[config.mk]
export PLATFORM = sky130hd
export DESIGN_NAME = rssi_median_deadband_filter
export DESIGN_NICKNAME = d
export VERILOG_FILES = /design/src/rtl/rmdf_pkg.sv /design/src/rtl/rmdf_median.sv /design/src/rtl/rssi_median_deadband_filter.sv
export SDC_FILE = /design/constraint.sdc
export NUM_CORES = 1
export LEC_CHECK = 0
export BUFFER_PORTS_ARGS = -buffer_cell sky130_fd_sc_hd__clkbuf_2
export CORE_AREA = 8 8 202 146
export CTS_BUF_LIST = sky130_fd_sc_hd__clkbuf_16
export CTS_CLUSTER_SIZE = 28
export DETAILED_ROUTE_END_ITERATION = 12
export DIE_AREA = 0 0 210 154
export HOLD_SLACK_MARGIN = 0.03
export PLACE_DENSITY = 0.85
export SLEW_MARGIN = 20
export SYNTH_ARGS = -nofsm -noshare
export SYNTH_HDL_FRONTEND = slang
export SYNTH_HIERARCHICAL = 1
export SYNTH_SLANG_ARGS = --single-unit
[constraint.sdc]
create_clock -name clk -period 12.5 [get_ports clk]
set_input_delay 1.875 -clock clk [delete_from_list [all_inputs] [get_ports clk]]
set_output_delay 1.875 -clock clk [all_outputs]
set_load 0.02 [all_outputs]
[src/rtl/rmdf_pkg.sv]
`timescale 1ns / 1ps
`default_nettype none

package rmdf_pkg;

  // Default sizes handed to the top-level parameters.
  localparam int WINDOW_LEN_DEF   = 5;
  localparam int NUM_CHANNELS_DEF = 4;

  // Deadband register reset value in dB.
  localparam logic [6:0] DEADBAND_RESET = 7'd2;

  // ASCII codes that bound the accepted digit characters.
  localparam logic [7:0] ASCII_ZERO = 8'd48;
  localparam logic [7:0] ASCII_NINE = 8'd57;

  // Weight of the tens digit.
  localparam logic [6:0] TENS_WEIGHT = 7'd10;

  // A signed dBm sample as it sits in a window.
  typedef logic signed [7:0] sample_t;

  function automatic logic is_digit(input logic [7:0] c);
    return (c >= ASCII_ZERO) && (c <= ASCII_NINE);
  endfunction

  function automatic logic [3:0] digit_val(input logic [7:0] c);
    logic [7:0] d;
    d = c - ASCII_ZERO;
    return d[3:0];
  endfunction

endpackage

`default_nettype wire

[src/rtl/rmdf_median.sv]
`timescale 1ns / 1ps
`default_nettype none

// Rank-select median: every sample counts the samples that sort ahead of it
// (larger, or equal with a lower index). The sample with rank WINDOW_LEN/2
// is the median of the window.
module rmdf_median #(
  parameter int WINDOW_LEN = rmdf_pkg::WINDOW_LEN_DEF
) (
  input  rmdf_pkg::sample_t win_i [WINDOW_LEN],
  output rmdf_pkg::sample_t median_o
);

  localparam int RANK_W = $clog2(WINDOW_LEN);
  localparam logic [RANK_W-1:0] MID = RANK_W'(WINDOW_LEN / 2);

  logic [RANK_W-1:0] rank [WINDOW_LEN];

  always_comb begin
    for (int i = 0; i < WINDOW_LEN; i++) begin
      rank[i] = '0;
      for (int j = 0; j < WINDOW_LEN; j++) begin
        if ((win_i[j] > win_i[i]) || ((j < i) && (win_i[j] == win_i[i]))) begin
          rank[i] = rank[i] + 1'b1;
        end
      end
    end
  end

  always_comb begin
    median_o = '0;
    for (int i = 0; i < WINDOW_LEN; i++) begin
      if (rank[i] == MID) begin
        median_o = win_i[i];
      end
    end
  end

endmodule

`default_nettype wire

[src/rtl/rssi_median_deadband_filter.sv]
`timescale 1ns / 1ps
`default_nettype none
// An accepted transaction moves from the input register to the result register.
// Throughput: one transaction per cycle unless out_ready stalls the result
// register; per-channel state is read and written between the two registers.
// Reset (rst_n low, synchronous): windows, write slots, first-sample flags and
// held values clear to zero, the deadband returns to 2 dB, both stages empty.

module rssi_median_deadband_filter #(
  parameter int WINDOW_LEN   = rmdf_pkg::WINDOW_LEN_DEF,
  parameter int NUM_CHANNELS = rmdf_pkg::NUM_CHANNELS_DEF
) (
  input  wire                     clk,
  input  wire                     rst_n,
  // Input transaction channel.
  input  wire                     in_valid,
  output logic                    in_ready,
  input  wire  [1:0]              in_channel,
  input  wire  [7:0]              in_tx_tens_char,
  input  wire  [7:0]              in_tx_ones_char,
  input  wire  [7:0]              in_rssi_tens_char,
  input  wire  [7:0]              in_rssi_ones_char,
  // Result transaction channel.
  output logic                    out_valid,
  input  wire                     out_ready,
  output logic [1:0]              out_channel_out,
  output logic signed [7:0]       out_tx_power,
  output logic signed [7:0]       out_rssi_held,
  output logic signed [7:0]       out_rssi_median,
  output logic                    out_updated,
  output logic                    out_bad_digit,
  // Deadband register write channel.
  input  wire                     cfg_valid,
  output logic                    cfg_ready,
  input  wire  [6:0]              cfg_deadband
);

  localparam int CH_W   = (NUM_CHANNELS > 1) ? $clog2(NUM_CHANNELS) : 1;
  localparam int SLOT_W = $clog2(WINDOW_LEN);
  localparam logic [SLOT_W-1:0] SLOT_LAST = SLOT_W'(WINDOW_LEN - 1);

  // ---------------------------------------------------------------------------
  // Configuration. The register may be written at any time; the user must issue
  // writes only while the block is idle (unenforced) so no transaction sees change.
  // ---------------------------------------------------------------------------
  logic [6:0] deadband_r;

  assign cfg_ready = 1'b1;

  always_ff @(posedge clk) begin
    if (!rst_n) begin
      deadband_r <= rmdf_pkg::DEADBAND_RESET;
    end else if (cfg_valid) begin
      deadband_r <= cfg_deadband;
    end
  end

  // ---------------------------------------------------------------------------
  // Input register. It refills in the same cycle that its item moves on to the
  // result register, so back-to-back transactions flow without bubbles.
  // ---------------------------------------------------------------------------
  logic       s1_valid_r;
  logic [1:0] s1_channel_r;
  logic [7:0] s1_tx_tens_r;
  logic [7:0] s1_tx_ones_r;
  logic [7:0] s1_rssi_tens_r;
  logic [7:0] s1_rssi_ones_r;
  logic       advance;
  logic       in_fire;

  assign advance  = s1_valid_r && (!out_valid || out_ready);
  assign in_ready = !s1_valid_r || advance;
  assign in_fire  = in_valid && in_ready;

  always_ff @(posedge clk) begin
    if (!rst_n) begin
      s1_valid_r <= 1'b0;
    end else if (in_fire) begin
      s1_valid_r <= 1'b1;
    end else if (advance) begin
      s1_valid_r <= 1'b0;
    end
  end

  always_ff @(posedge clk) begin
    if (in_fire) begin
      s1_channel_r   <= in_channel;
      s1_tx_tens_r   <= in_tx_tens_char;
      s1_tx_ones_r   <= in_tx_ones_char;
      s1_rssi_tens_r <= in_rssi_tens_char;
      s1_rssi_ones_r <= in_rssi_ones_char;
    end
  end

  // ---------------------------------------------------------------------------
  // Per-channel state. It is updated at the same edge as the result register,
  // so the next item of the same channel already sees the new window.
  // ---------------------------------------------------------------------------
  rmdf_pkg::sample_t win_r  [NUM_CHANNELS][WINDOW_LEN];
  logic [SLOT_W-1:0] slot_r [NUM_CHANNELS];
  logic              seen_r [NUM_CHANNELS];
  rmdf_pkg::sample_t held_r [NUM_CHANNELS];

  // Channel decode. The channel port is two bits wide; values at or above the
  // channel count are rejected.
  logic [CH_W+1:0] ch_wide;
  logic [CH_W-1:0] ch_idx;
  logic            ch_ok;

  assign ch_wide = (CH_W + 2)'(s1_channel_r);
  assign ch_idx  = ch_wide[CH_W-1:0];
  assign ch_ok   = ch_wide < (CH_W + 2)'(NUM_CHANNELS);

  // Digit parsing: magnitude = 10 * tens + ones, then negated.
  logic              digits_ok;
  logic [6:0]        tx_mag;
  logic [6:0]        rssi_mag;
  rmdf_pkg::sample_t tx_val;
  rmdf_pkg::sample_t rssi_val;

  assign digits_ok = rmdf_pkg::is_digit(s1_tx_tens_r) && rmdf_pkg::is_digit(s1_tx_ones_r)
                  && rmdf_pkg::is_digit(s1_rssi_tens_r) && rmdf_pkg::is_digit(s1_rssi_ones_r);

  assign tx_mag   = 7'(rmdf_pkg::digit_val(s1_tx_tens_r)) * rmdf_pkg::TENS_WEIGHT
                  + 7'(rmdf_pkg::digit_val(s1_tx_ones_r));
  assign rssi_mag = 7'(rmdf_pkg::digit_val(s1_rssi_tens_r)) * rmdf_pkg::TENS_WEIGHT
                  + 7'(rmdf_pkg::digit_val(s1_rssi_ones_r));
  assign tx_val   = -rmdf_pkg::sample_t'({1'b0, tx_mag});
  assign rssi_val = -rmdf_pkg::sample_t'({1'b0, rssi_mag});

  // The selected channel's window with the new sample dropped into its slot.
  rmdf_pkg::sample_t win_new [WINDOW_LEN];
  logic [SLOT_W-1:0] slot_cur;
  logic [SLOT_W-1:0] slot_nxt;
  rmdf_pkg::sample_t held_cur;
  logic              seen_cur;

  assign slot_cur = slot_r[ch_idx];
  assign held_cur = held_r[ch_idx];
  assign seen_cur = seen_r[ch_idx];
  assign slot_nxt = (slot_cur == SLOT_LAST) ? '0 : slot_cur + 1'b1;

  always_comb begin
    for (int k = 0; k < WINDOW_LEN; k++) begin
      win_new[k] = (slot_cur == SLOT_W'(k)) ? rssi_val : win_r[ch_idx][k];
    end
  end

  rmdf_pkg::sample_t median;

  rmdf_median #(
    .WINDOW_LEN (WINDOW_LEN)
  ) u_median (
    .win_i    (win_new),
    .median_o (median)
  );

  // Deadband decision: the held value follows the median on the first sample
  // of a channel, and afterwards only when the change exceeds the deadband.
  logic signed [8:0] diff;
  logic [8:0]        diff_abs;
  logic              accept_ok;
  logic              upd;

  assign diff      = {median[7], median} - {held_cur[7], held_cur};
  assign diff_abs  = diff[8] ? 9'(-diff) : 9'(diff);
  assign accept_ok = ch_ok && digits_ok;
  assign upd       = accept_ok && (!seen_cur || (diff_abs > {2'b00, deadband_r}));

  always_ff @(posedge clk) begin
    if (!rst_n) begin
      for (int c = 0; c < NUM_CHANNELS; c++) begin
        slot_r[c] <= '0;
        seen_r[c] <= 1'b0;
        held_r[c] <= '0;
        for (int k = 0; k < WINDOW_LEN; k++) begin
          win_r[c][k] <= '0;
        end
      end
    end else if (advance && accept_ok) begin
      slot_r[ch_idx] <= slot_nxt;
      seen_r[ch_idx] <= 1'b1;
      win_r[ch_idx][slot_cur] <= rssi_val;
      if (upd) begin
        held_r[ch_idx] <= median;
      end
    end
  end

  // ---------------------------------------------------------------------------
  // Result register. A rejected transaction reports zero tx power and median,
  // and a held value that is the channel's current one if it exists, else zero.
  // ---------------------------------------------------------------------------
  logic              out_valid_r;
  rmdf_pkg::sample_t res_tx;
  rmdf_pkg::sample_t res_held;
  rmdf_pkg::sample_t res_median;

  always_comb begin
    if (accept_ok) begin
      res_tx     = tx_val;
      res_median = median;
      res_held   = upd ? median : held_cur;
    end else begin
      res_tx     = '0;
      res_median = '0;
      res_held   = ch_ok ? held_cur : '0;
    end
  end

  always_ff @(posedge clk) begin
    if (!rst_n) begin
      out_valid_r <= 1'b0;
    end else if (advance) begin
      out_valid_r <= 1'b1;
    end else if (out_ready) begin
      out_valid_r <= 1'b0;
    end
  end

  always_ff @(posedge clk) begin
    if (advance) begin
      out_channel_out <= s1_channel_r;
      out_tx_power    <= res_tx;
      out_rssi_held   <= res_held;
      out_rssi_median <= res_median;
      out_updated     <= upd;
      out_bad_digit   <= !accept_ok;
    end
  end

  assign out_valid = out_valid_r;

  // ---------------------------------------------------------------------------
  // Assertions.
  // ---------------------------------------------------------------------------
  a_bad_not_updated : assert property (@(posedge clk) disable iff (!rst_n)
    out_valid |-> !(out_bad_digit && out_updated))
    else $error("rejected transaction reported an update");

  a_update_takes_median : assert property (@(posedge clk) disable iff (!rst_n)
    (out_valid && out_updated) |-> (out_rssi_held == out_rssi_median))
    else $error("updated held value differs from the median");

  a_stage_holds : assert property (@(posedge clk) disable iff (!rst_n)
    (s1_valid_r && !advance) |=> (s1_valid_r && $stable(s1_channel_r)))
    else $error("input register lost a stalled transaction");

  a_ready_when_drained : assert property (@(posedge clk) disable iff (!rst_n)
    !out_valid_r |-> in_ready)
    else $error("input stalled while the result register is empty");

  a_slot_in_range : assert property (@(posedge clk) disable iff (!rst_n)
    s1_valid_r && ch_ok |-> (slot_cur <= SLOT_LAST))
    else $error("ring write slot beyond the window");

endmodule

`default_nettype wire

Word-level counts from Yosys, hierarchy flattened
Memory sizes are Yosys's and may differ from the RTL's. A register that Yosys moved wholly into a read port is not among the register bits.
Cells that the tools add are included.
{"block": "word_totals", "rom_bits": 0, "n_memories": 4, "ramBits": 208, "regBits": 71, "elab_cells": 216, "latchBits": 0, "output_inout_bits": 31, "inputBits": 46}
{"name": "win_r", "depth": 4, "width": 40, "read_ports": 1, "rd_clocked_by_memory_dff": 1, "write_ports": 4, "line": "rssi_median_deadband_filter.sv:99", "text": "rmdf_pkg::sample_t win_r [NUM_CHANNELS][WINDOW_LEN];"}
{"name": "held_r", "depth": 4, "width": 8, "read_ports": 1, "rd_clocked_by_memory_dff": 1, "write_ports": 4, "line": "rssi_median_deadband_filter.sv:102", "text": "rmdf_pkg::sample_t held_r [NUM_CHANNELS];"}
{"name": "slot_r", "depth": 4, "width": 3, "read_ports": 1, "rd_clocked_by_memory_dff": 1, "write_ports": 4, "line": "rssi_median_deadband_filter.sv:100", "text": "logic [SLOT_W-1:0] slot_r [NUM_CHANNELS];"}
{"name": "seen_r", "depth": 4, "width": 1, "read_ports": 1, "rd_clocked_by_memory_dff": 1, "write_ports": 4, "line": "rssi_median_deadband_filter.sv:101", "text": "logic seen_r [NUM_CHANNELS];"}
{"block": "classes", "eq_ne": 19, "div": 0, "n_reduce_logical": 37, "add_sub_neg": 31, "mux": 71, "shift": 0, "multipliers": 2, "n_lt_le_gt_ge": 37, "n_bitwise": 1}
{"op": "8-bit > comparator", "n": 25}
{"op": "40-bit two-way mux", "n": 3}
{"op": "8-bit two-way mux", "n": 15}
{"op": "8-bit == test", "n": 10}
{"op": "3-bit two-way mux", "n": 22}
{"op": "3-bit by 1-bit adder with 3-bit output (second input constant)", "n": 21}
{"op": "40-bit OR reduction", "n": 1}
{"op": "8-bit by 6-bit greater-or-equal comparator with 1-bit output (second input constant)", "n": 4}
{"op": "8-bit by 6-bit <= comparator with 1-bit output (second input constant)", "n": 4}
{"op": "8-bit demux with 3-bit select", "n": 1}
{"op": "3-bit by 2-bit == test with 1-bit output (second input constant)", "n": 7}
{"op": "1-bit two-way mux", "n": 21}
{"op": "2-bit two-way mux", "n": 8}
{"op": "7-bit negator with 8-bit output", "n": 2}
{"op": "4-bit by 1-bit subtractor with 4-bit output (second input constant)", "n": 4}
{"op": "7-bit by 4-bit adder with 7-bit output", "n": 2}
{"op": "1-bit logical AND", "n": 13}
{"op": "1-bit logical OR", "n": 13}
{"op": "4-bit by 3-bit multiplier with 6-bit output (second input constant)", "n": 2}
{"op": "9-bit by 7-bit > comparator with 1-bit output", "n": 1}
{"op": "9-bit two-way mux", "n": 1}
{"op": "9-bit negator", "n": 1}
{"op": "8-bit by 8-bit subtractor with 9-bit output", "n": 1}
{"op": "8-bit OR reduction", "n": 1}
{"op": "other kinds (11)", "n": 15}

Logic depth before layout (Yosys ltp)
Gate-level depths: netlist (run 1).
{"block": "logic_depth", "depth_word": 33, "depth_mapped": 46}

Hierarchy
The synthesis (run 1) kept the hierarchy.
{"mod": "rssi_median_deadband_filter", "area_each_um2": 13071.3, "cells_each": 989, "instances": 1}
{"mod": "rmdf_median", "area_each_um2": 2996.6, "cells_each": 374, "instances": 1}

Worst setup path after synthesis (run 1)
OpenSTA, ideal clock, no wires.
{"block": "synth_path", "path_kind": "flip-flop to flip-flop", "startpoint": "reg with a tool-made name", "endpoint": "mem held_r[3][0] (netlist bit) (enable)", "stages_incl_launch_ff": 43, "t_required_ns": 12.115, "arrival_time_ns": 9.393, "slack_ns": 2.722, "n_path_buf": 3, "path_cell_list": "dfxtp_1 clkbuf_1 mux2_2 o21ai_1 nand2_1 clkbuf_1 o21ai_0 inv_1 ha_1 nor2b_1 o21a_1 o21a_1 o21a_1 o21a_1 o21ai_0 a31o_2 o21ai_0 ha_1 [... 7 more ...] a221oi_2 inv_1 ha_1 inv_1 fa_1 a211o_1 a31oi_2 nor2_1 a2bb2oi_1 nand2b_1 xnor2_1 ha_1 nand3_1 o21a_1 o311ai_0 a2111o_1 o21ai_0 a21boi_0"}
{"element": "end: declaration", "line": "rssi_median_deadband_filter.sv:102"}

==> results.txt, run 1 <==
Complex-gate fraction of the synthesized area = 0.0779
Place WS = 0.807 ns
Vias after detailed routing = 11600
Layout cells sized above 1 = 0.182
Htree depth = 1
Layout area overhead = 10.7%
Worst Clk Skew = 0.0113 ns
Fillcell total = 1820
Post-synthesis simple-gate area fraction = 0.151
Max-cap violations = 0
Chip Width = 210 um
Status = finished, final reports clean
Worst hold path depth = 2
CTS max path bufs = 3
Crit start category = register
Setup crit end kind = register
Period minus WS final = 11.88 ns
NumNets Final = 1623
Row cnt = 50
HP Class = register to register
Critical Path RT = 12.73 ns
Post-CTS Setup Bufs = 0
Vias in the first global route = 11100
Max Slew Vio Count = 0
Final ANT Viol Nets = 0
Hold WS = 0.456 ns
Gr usage total = 0.255
DP Area = 16900 um2
CP max FO = 34
Synth Flop Type = edfxtp_1
Die Span Y = 154 um
CTS tree = yes
Rel. slew slack = 0.199
WL per Instance = 22.8 um
Delay of the slowest critical-path stage = 0.63 ns
Clock Sinks = 281
Critical path data arrival time = 12.10 ns
Skew-Pair Late Insertion Delay = 0.57 ns
Syn Inst Count = 1363
Commonest non-fill, non-tap cells in the layout = 267 x edfxtp_1, 224 x nor2_1, 128 x ha_1
Flops & latches, synth = 281
Die area = 32300 um2
WS Path Type = register to register
Xor and xnor area share after synthesis = 0.0191
Overflow after GRT = 0
Hold-fix buffers, CTS = 0
EDFF count, synth = 267
Worst-margin pin slew = 1.19 ns
Mean Syn Cell Area = 11.8 um2
Cell Area, Synth = 16100 um2
Largest net degree at the start of global routing = 35
Final setup margin = 0.624 ns
HP Start = seen_r[2]
Yosys warning total = 6
Period Utilization, post-route = 0.950
Setup_tns = 0 ns
Final setup viols = 0
Ys async rst share = 0
Final Instance Area = 17800 um2
CP most frequent cell = ha_1
R2r startpoint = s1_rssi_tens_r[1]
Multiplexer share of the synthesized area = 0.0938
Detailed Route Iter0 Violations = 1368
Fmax = 0.0842 GHz
Storage element area = 8300 um2
Initial antenna violation count = 0
Mapped Nets = 1542
Core area = 26300 um2
R2r setup slk = 0.62 ns
Port Buf Inserts = 75
Reg clk slew, reported paths = 0.06 ns
DRC = 0
RSZ-0062 raised after global routing = no
# IOs = 77
Sequential area share after synthesis = 0.516
Via density = 6.33
# diodes = 0
Adder-cell share of the synthesized area = 0.107
Final hold violations = 0
Multi-input logic area = 7250 um2
Cts bufs inserted = 27
FF-to-FF End = held_r[1][5]
Routed wire length = 41700 um
Root Driver = clkbuf_16
RD Place Congestion = 0.977
Distinct cells, synth = 77
First-pass GRT wire length = 64300 um
DRT Pass-1 Iters = 5
Initial cell density of the core = 0.610
Detail Placement HPWL = 29700 um
Slowest CP cell = mux4_2
Commonest non-fill, non-tap cell in the layout = edfxtp_1
Hold EP = seen_r[2]
Worst Reg-to-Reg Cells = 40
Largest family of logic cells by synthesized area = simple AND/OR/NAND/NOR gates
## area by class of cell
type | count | share of cell area
clock buffer | 27 | 0.0380
multi-input combinational | 942 | 0.408
inverter | 84 | 0.0177
clock inverter | 20 | 0.00880
timing repair buffer | 108 | 0.0350
sequential | 281 | 0.467
tap | 364 | 0.0256
## synthesized netlist by cell type (9+ instances only)
cell type | number | share of area
edfxtp_1 | 267 | 0.50
a21o_1 | 9 | 0.0042
nor2_1 | 225 | 0.053
inv_1 | 83 | 0.019
o21ai_0 | 60 | 0.019
o21a_1 | 12 | 0.0056
nor2b_1 | 19 | 0.0074
and2_1 | 19 | 0.0074
xor2_1 | 11 | 0.0060
and3_1 | 26 | 0.010
nand4_1 | 19 | 0.0074
nor3_1 | 23 | 0.0072
dfxtp_1 | 14 | 0.017
xnor2_1 | 24 | 0.013
nand2b_1 | 10 | 0.0039
ha_1 | 128 | 0.10
nand2_1 | 120 | 0.028
a21oi_1 | 27 | 0.0084
clkbuf_1 | 39 | 0.0091
mux4_2 | 53 | 0.074
mux2_2 | 19 | 0.013
mux2i_1 | 10 | 0.0062
o211ai_1 | 12 | 0.0056
## through the flow
stage | utilization | cells
after global placement | 0.643 | 1779
after CTS | 0.675 | 1826
after floorplan | - | 1363
after detailed placement | 0.643 | 1779
final | 0.675 | 1826
after global routing | 0.675 | 1826
## worst max-delay path by stage
| stage | start | end | slack, ns | cells after the start |
|---|---|---|---|---|
| 2_1_floorplan | register | held_r[3][0] | 2.72 | 42 |
| 3_3_place_gp | s1_rssi_tens_r[1] | held_r[1][5] | 1.18 | 38 |
| 3_5_place_dp | s1_rssi_tens_r[1] | held_r[1][5] | 0.81 | 39 |
| 4_1_cts | s1_rssi_tens_r[1] | held_r[1][6] | 0.80 | 39 |
| 5_1_grt | s1_rssi_tens_r[1] | held_r[1][6] | 0.10 | 41 |
| 6_report | s1_rssi_tens_r[1] | held_r[1][5] | 0.62 | 40 |
## worst max-delay path, delay by kind of cell, from the launching register on
family / cells / cell delay [ns]
buffers and inverters: 4 / 0.78
xor gates and xnor gates: 4 / 0.73
DFF: 1 / 0.46
AOI/OAI and AO/OA: 12 / 3.92
muxes: 1 / 0.63
adders and majority gates: 9 / 2.83
and+or+nand+nor: 10 / 2.15
## layer usage
| metal | vias up | GRT usage | part of all wire |
|---|---|---|---|
| li1 | 5147 | - | - |
| met1 | 5643 | 0.362 | 0.42 |
| met2 | 686 | 0.392 | 0.45 |
| met3 | 80 | 0.0587 | 0.11 |
| met4 | 0 | 0.0660 | 0.022 |
| met5 | - | 0 | 0 |
## registers in the layout, summed over array words and instances (netlist names), named ones only
signal,flops
out_valid,1
s1_tx_ones_r,8
s1_rssi_tens_r,8
ch_idx,2
s1_valid_r,1
out_rssi_held,8
out_tx_power,8
win_r,160
seen_r,4
out_rssi_median,8
out_channel_out,2
out_bad_digit,1
s1_rssi_ones_r,8
deadband_r,7
out_updated,1
slot_r,12
held_r,32
s1_tx_tens_r,8
## logic make-up (layout without fill, tap and decap cells)
kind of cell	count (synthesis)	count (layout)
buffers and inverters	140	239
multiplexers	82	82
AND/OR/NAND/NOR	513	513
flip-flops	281	281
XOR/XNOR	35	35
adder cells (fa/ha/maj)	134	134
other	1	1
AO/OA/AOI/OAI	177	177
## what timing repair did
action | 4_1_cts | 5_1_grt
setup endpoints to repair | 0 | 16
resized for setup | 0 | 2
hold endpoints to repair | 0 | 0
Power of run 1 is not shown: default switching activity piles up to over one toggle a cycle in this logic, so the estimate is an artifact.
==> run 2: changes to the inputs <==
Settings changed: CELL_PAD_IN_SITES_DETAIL_PLACEMENT from default to 1, CELL_PAD_IN_SITES_GLOBAL_PLACEMENT from default to 1, CORE_AREA 8 8 202 146 to 8 8 222 160, DIE_AREA 0 0 210 154 to 0 0 230 168.
==> run 2 against run 1 <==
  * Die area rose by 19%
  * Final area rose by 1.2%
  * Wire length rose by 15%
  * Register-to-register slack barely moved
  * Utilization fell by 11 points
  * Sequential share of layout area fell by 0.55 points
  * Worst setup slack got worse by 0.0052 ns
  * Hold slack improved by 0.0025 ns
  * Flip-flop and latch count did not move
  * Non-clock buffer count rose by 8
  * Via count rose by 0.37%
  * Critical path type unchanged
==> results.txt, run 2 (synthesis results as in run 1) <==
Status = finished, final reports clean
Cells after DPL = 1849 (+3.9%)
Cts bufs inserted = 29 (+7.4%)
Switching power total = 2490 uW
DRT Pass-1 Iters = 6 (+1)
HP Start = seen_r[2]
Detailed Route Iter0 Violations = 1167 (-15%)
Chip Width = 230 um (+9.5%)
Layout cells sized above 1 = 0.189 (+0.00679)
Worst-margin pin slew = 1.11 ns (-0.0766 ns)
Final ANT Viol Nets = 0 (unchanged)
Via density = 6.10 (-3.5%)
Largest Register = win_r
Delay of the slowest critical-path stage = 0.65 ns (+0.02 ns)
LEAKAGE = 0.00738 uW
Critical Path RT = 12.74 ns (about the same)
Worst hold path depth = 2 (unchanged)
CTS tree = yes
Die area = 38600 um2 (+19%)
Row cnt = 55 (+10%)
CP max FO = 34 (unchanged)
Routed wire length = 47800 um (+15%)
Max Slew Vio Count = 0 (unchanged)
Vias after detailed routing = 11600 (+0.37%)
Internal power = 2990 uW
Sw Share = 0.454
Fmax = 0.0842 GHz (about the same)
Hold EP = seen_r[2]
# diodes = 0 (unchanged)
Clock Sinks = 281 (unchanged)
Rel. slew slack = 0.250 (+0.0516)
Crit start category = register
Slowest CP cell = mux4_2
First-pass GRT wire length = 73600 um (+14%)
RD Place Congestion = 0.908 (-7.0%)
NumNets Final = 1633 (+0.62%)
Period Utilization, post-route = 0.950 (about the same)
HP Class = register to register
FF-to-FF End = held_r[1][5]
Layout area overhead = 12.0%
Initial antenna violation count = 1 (+1)
R2r setup slk = 0.62 ns (about the same)
Core area = 31900 um2 (+21%)
Layout Cells excl Fill = 1900 (+4.1%)
DRC = 0 (unchanged)
Worst Clk Skew = 0.0173 ns (+0.00597 ns)
Fillcell total = 3336 (+83%)
Number of flip-flops in the largest register = 160 (unchanged)
Setup crit end kind = register
DP Area = 17100 um2 (+0.78%)
Flop pwr share = 0.200
Final setup viols = 0 (unchanged)
Root Driver = clkbuf_16
WL per Instance = 25.2 um (+10%)
Reg clk slew, reported paths = 0.06 ns (about the same)
Port Buf Inserts = 75 (unchanged)
CTS max path bufs = 3 (unchanged)
Worst Reg-to-Reg Cells = 40 (unchanged)
Maximum VDD drop = 444 uV
Combinational share of power = 0.646
Commonest non-fill, non-tap cell in the layout = edfxtp_1
Gr usage total = 0.244 (-0.0107)
# IOs = 77 (unchanged)
Detail Placement HPWL = 34800 um (+17%)
Multi-input logic area = 7250 um2 (about the same)
Period minus WS final = 11.88 ns (+0.00522 ns)
Largest net degree at the start of global routing = 35 (unchanged)
Hold WS = 0.458 ns (+0.00252 ns)
Setup_tns = 0 ns (unchanged)
Storage element area = 8300 um2 (unchanged)
Final Instance Area = 18000 um2 (+1.2%)
CP most frequent cell = ha_1
Power Density = 304 nW/um2
Overflow after GRT = 0 (unchanged)
RSZ-0062 raised after global routing = no
Critical path data arrival time = 12.12 ns (+0.02 ns)
Skew-Pair Late Insertion Delay = 0.58 ns (about the same)
Initial cell density of the core = 0.503 (-0.107)
Final hold violations = 0 (unchanged)
Htree depth = 1 (unchanged)
R2r startpoint = s1_rssi_tens_r[1]
Max-cap violations = 0 (unchanged)
Post-CTS Setup Bufs = 0 (unchanged)
Vias in the first global route = 12300 (+11%)
Commonest non-fill, non-tap cells in the layout = 267 x edfxtp_1, 225 x nor2_1, 128 x ha_1
Die Span Y = 168 um (+9.1%)
Clock network fraction of design power = 0.154
WS Path Type = register to register
Top Registers = win_r: 160 flops, held_r: 32 flops, slot_r: 12 flops
## run 2: per-layer routing
metal / vias up / share of wire / track usage
met2: 449 / 0.48 / 0.403
met1: 5884 / 0.43 / 0.328
met5: - / 0 / 0
met3: 92 / 0.069 / 0.0463
li1: 5174 / - / -
met4: 0 / 0.026 / 0.0671
## run 2: worst max-delay path by stage
stage / start / endpoint / slack (ns) / cells after the start
global placement: s1_rssi_ones_r[0] / held_r[0][4] / 1.20 / 38
detailed placement: s1_rssi_tens_r[1] / held_r[1][4] / 0.63 / 40
floorplan: register / held_r[3][0] / 2.72 / 42
finish: s1_rssi_tens_r[1] / held_r[1][5] / 0.62 / 40
global route: s1_rssi_tens_r[1] / held_r[1][5] / 0.02 / 41
CTS: s1_rssi_ones_r[0] / held_r[1][5] / 0.53 / 39
## run 2: power by group through the flow
| stage | Sequential [uW] | Combinational [uW] | Clock, uW |
|---|---|---|---|
| 6_report | 1100 | 3530 | 844 |
| 5_1_grt | 1100 | 3870 | 888 |
| 4_1_cts | 1100 | 3460 | 858 |
| 3_3_place_gp | 1110 | 3190 | 0 |
| 2_1_floorplan | 1110 | 2460 | 0 |
| 3_5_place_dp | 1120 | 3380 | 0 |
## run 2: final cells by class
cell class,count,area share
clock buffer,29,0.0403
tap,427,0.0297
clock inverter,21,0.00946
inverter,84,0.0177
timing repair buffer,116,0.0380
sequential,281,0.462
multi-input combinational,942,0.403
## run 2: metrics by stage
step | utilization | worst slack, ns | power [uW]
after floorplan | - | 2.72 | 3560
after global placement | 0.534 | 1.20 | 4300
after detailed placement | 0.534 | 0.631 | 4500
after CTS | 0.563 | 0.526 | 5410
after global routing | 0.563 | 0.0186 | 5860
final | 0.563 | 0.619 | 5470
## run 2: worst max-delay path, delay by kind of cell (launching register included)
kind                     cells  cell delay (ns)
multiplexers                 2             1.04
buffers and inverters        4             0.78
flip-flops                   1             0.49
AND/OR/NAND/NOR              8             1.54
AO/OA/AOI/OAI               14             4.16
adder cells (fa/ha/maj)      9             2.79
XOR/XNOR                     3             0.72
## run 2: what timing repair did
item,in CTS,in global routing
setup endpoints to repair,0,72
hold endpoints to repair,0,0
gates resized for setup,0,3
hold buffers,0,0
No activity file was read; power rests on OpenSTA's default activity.
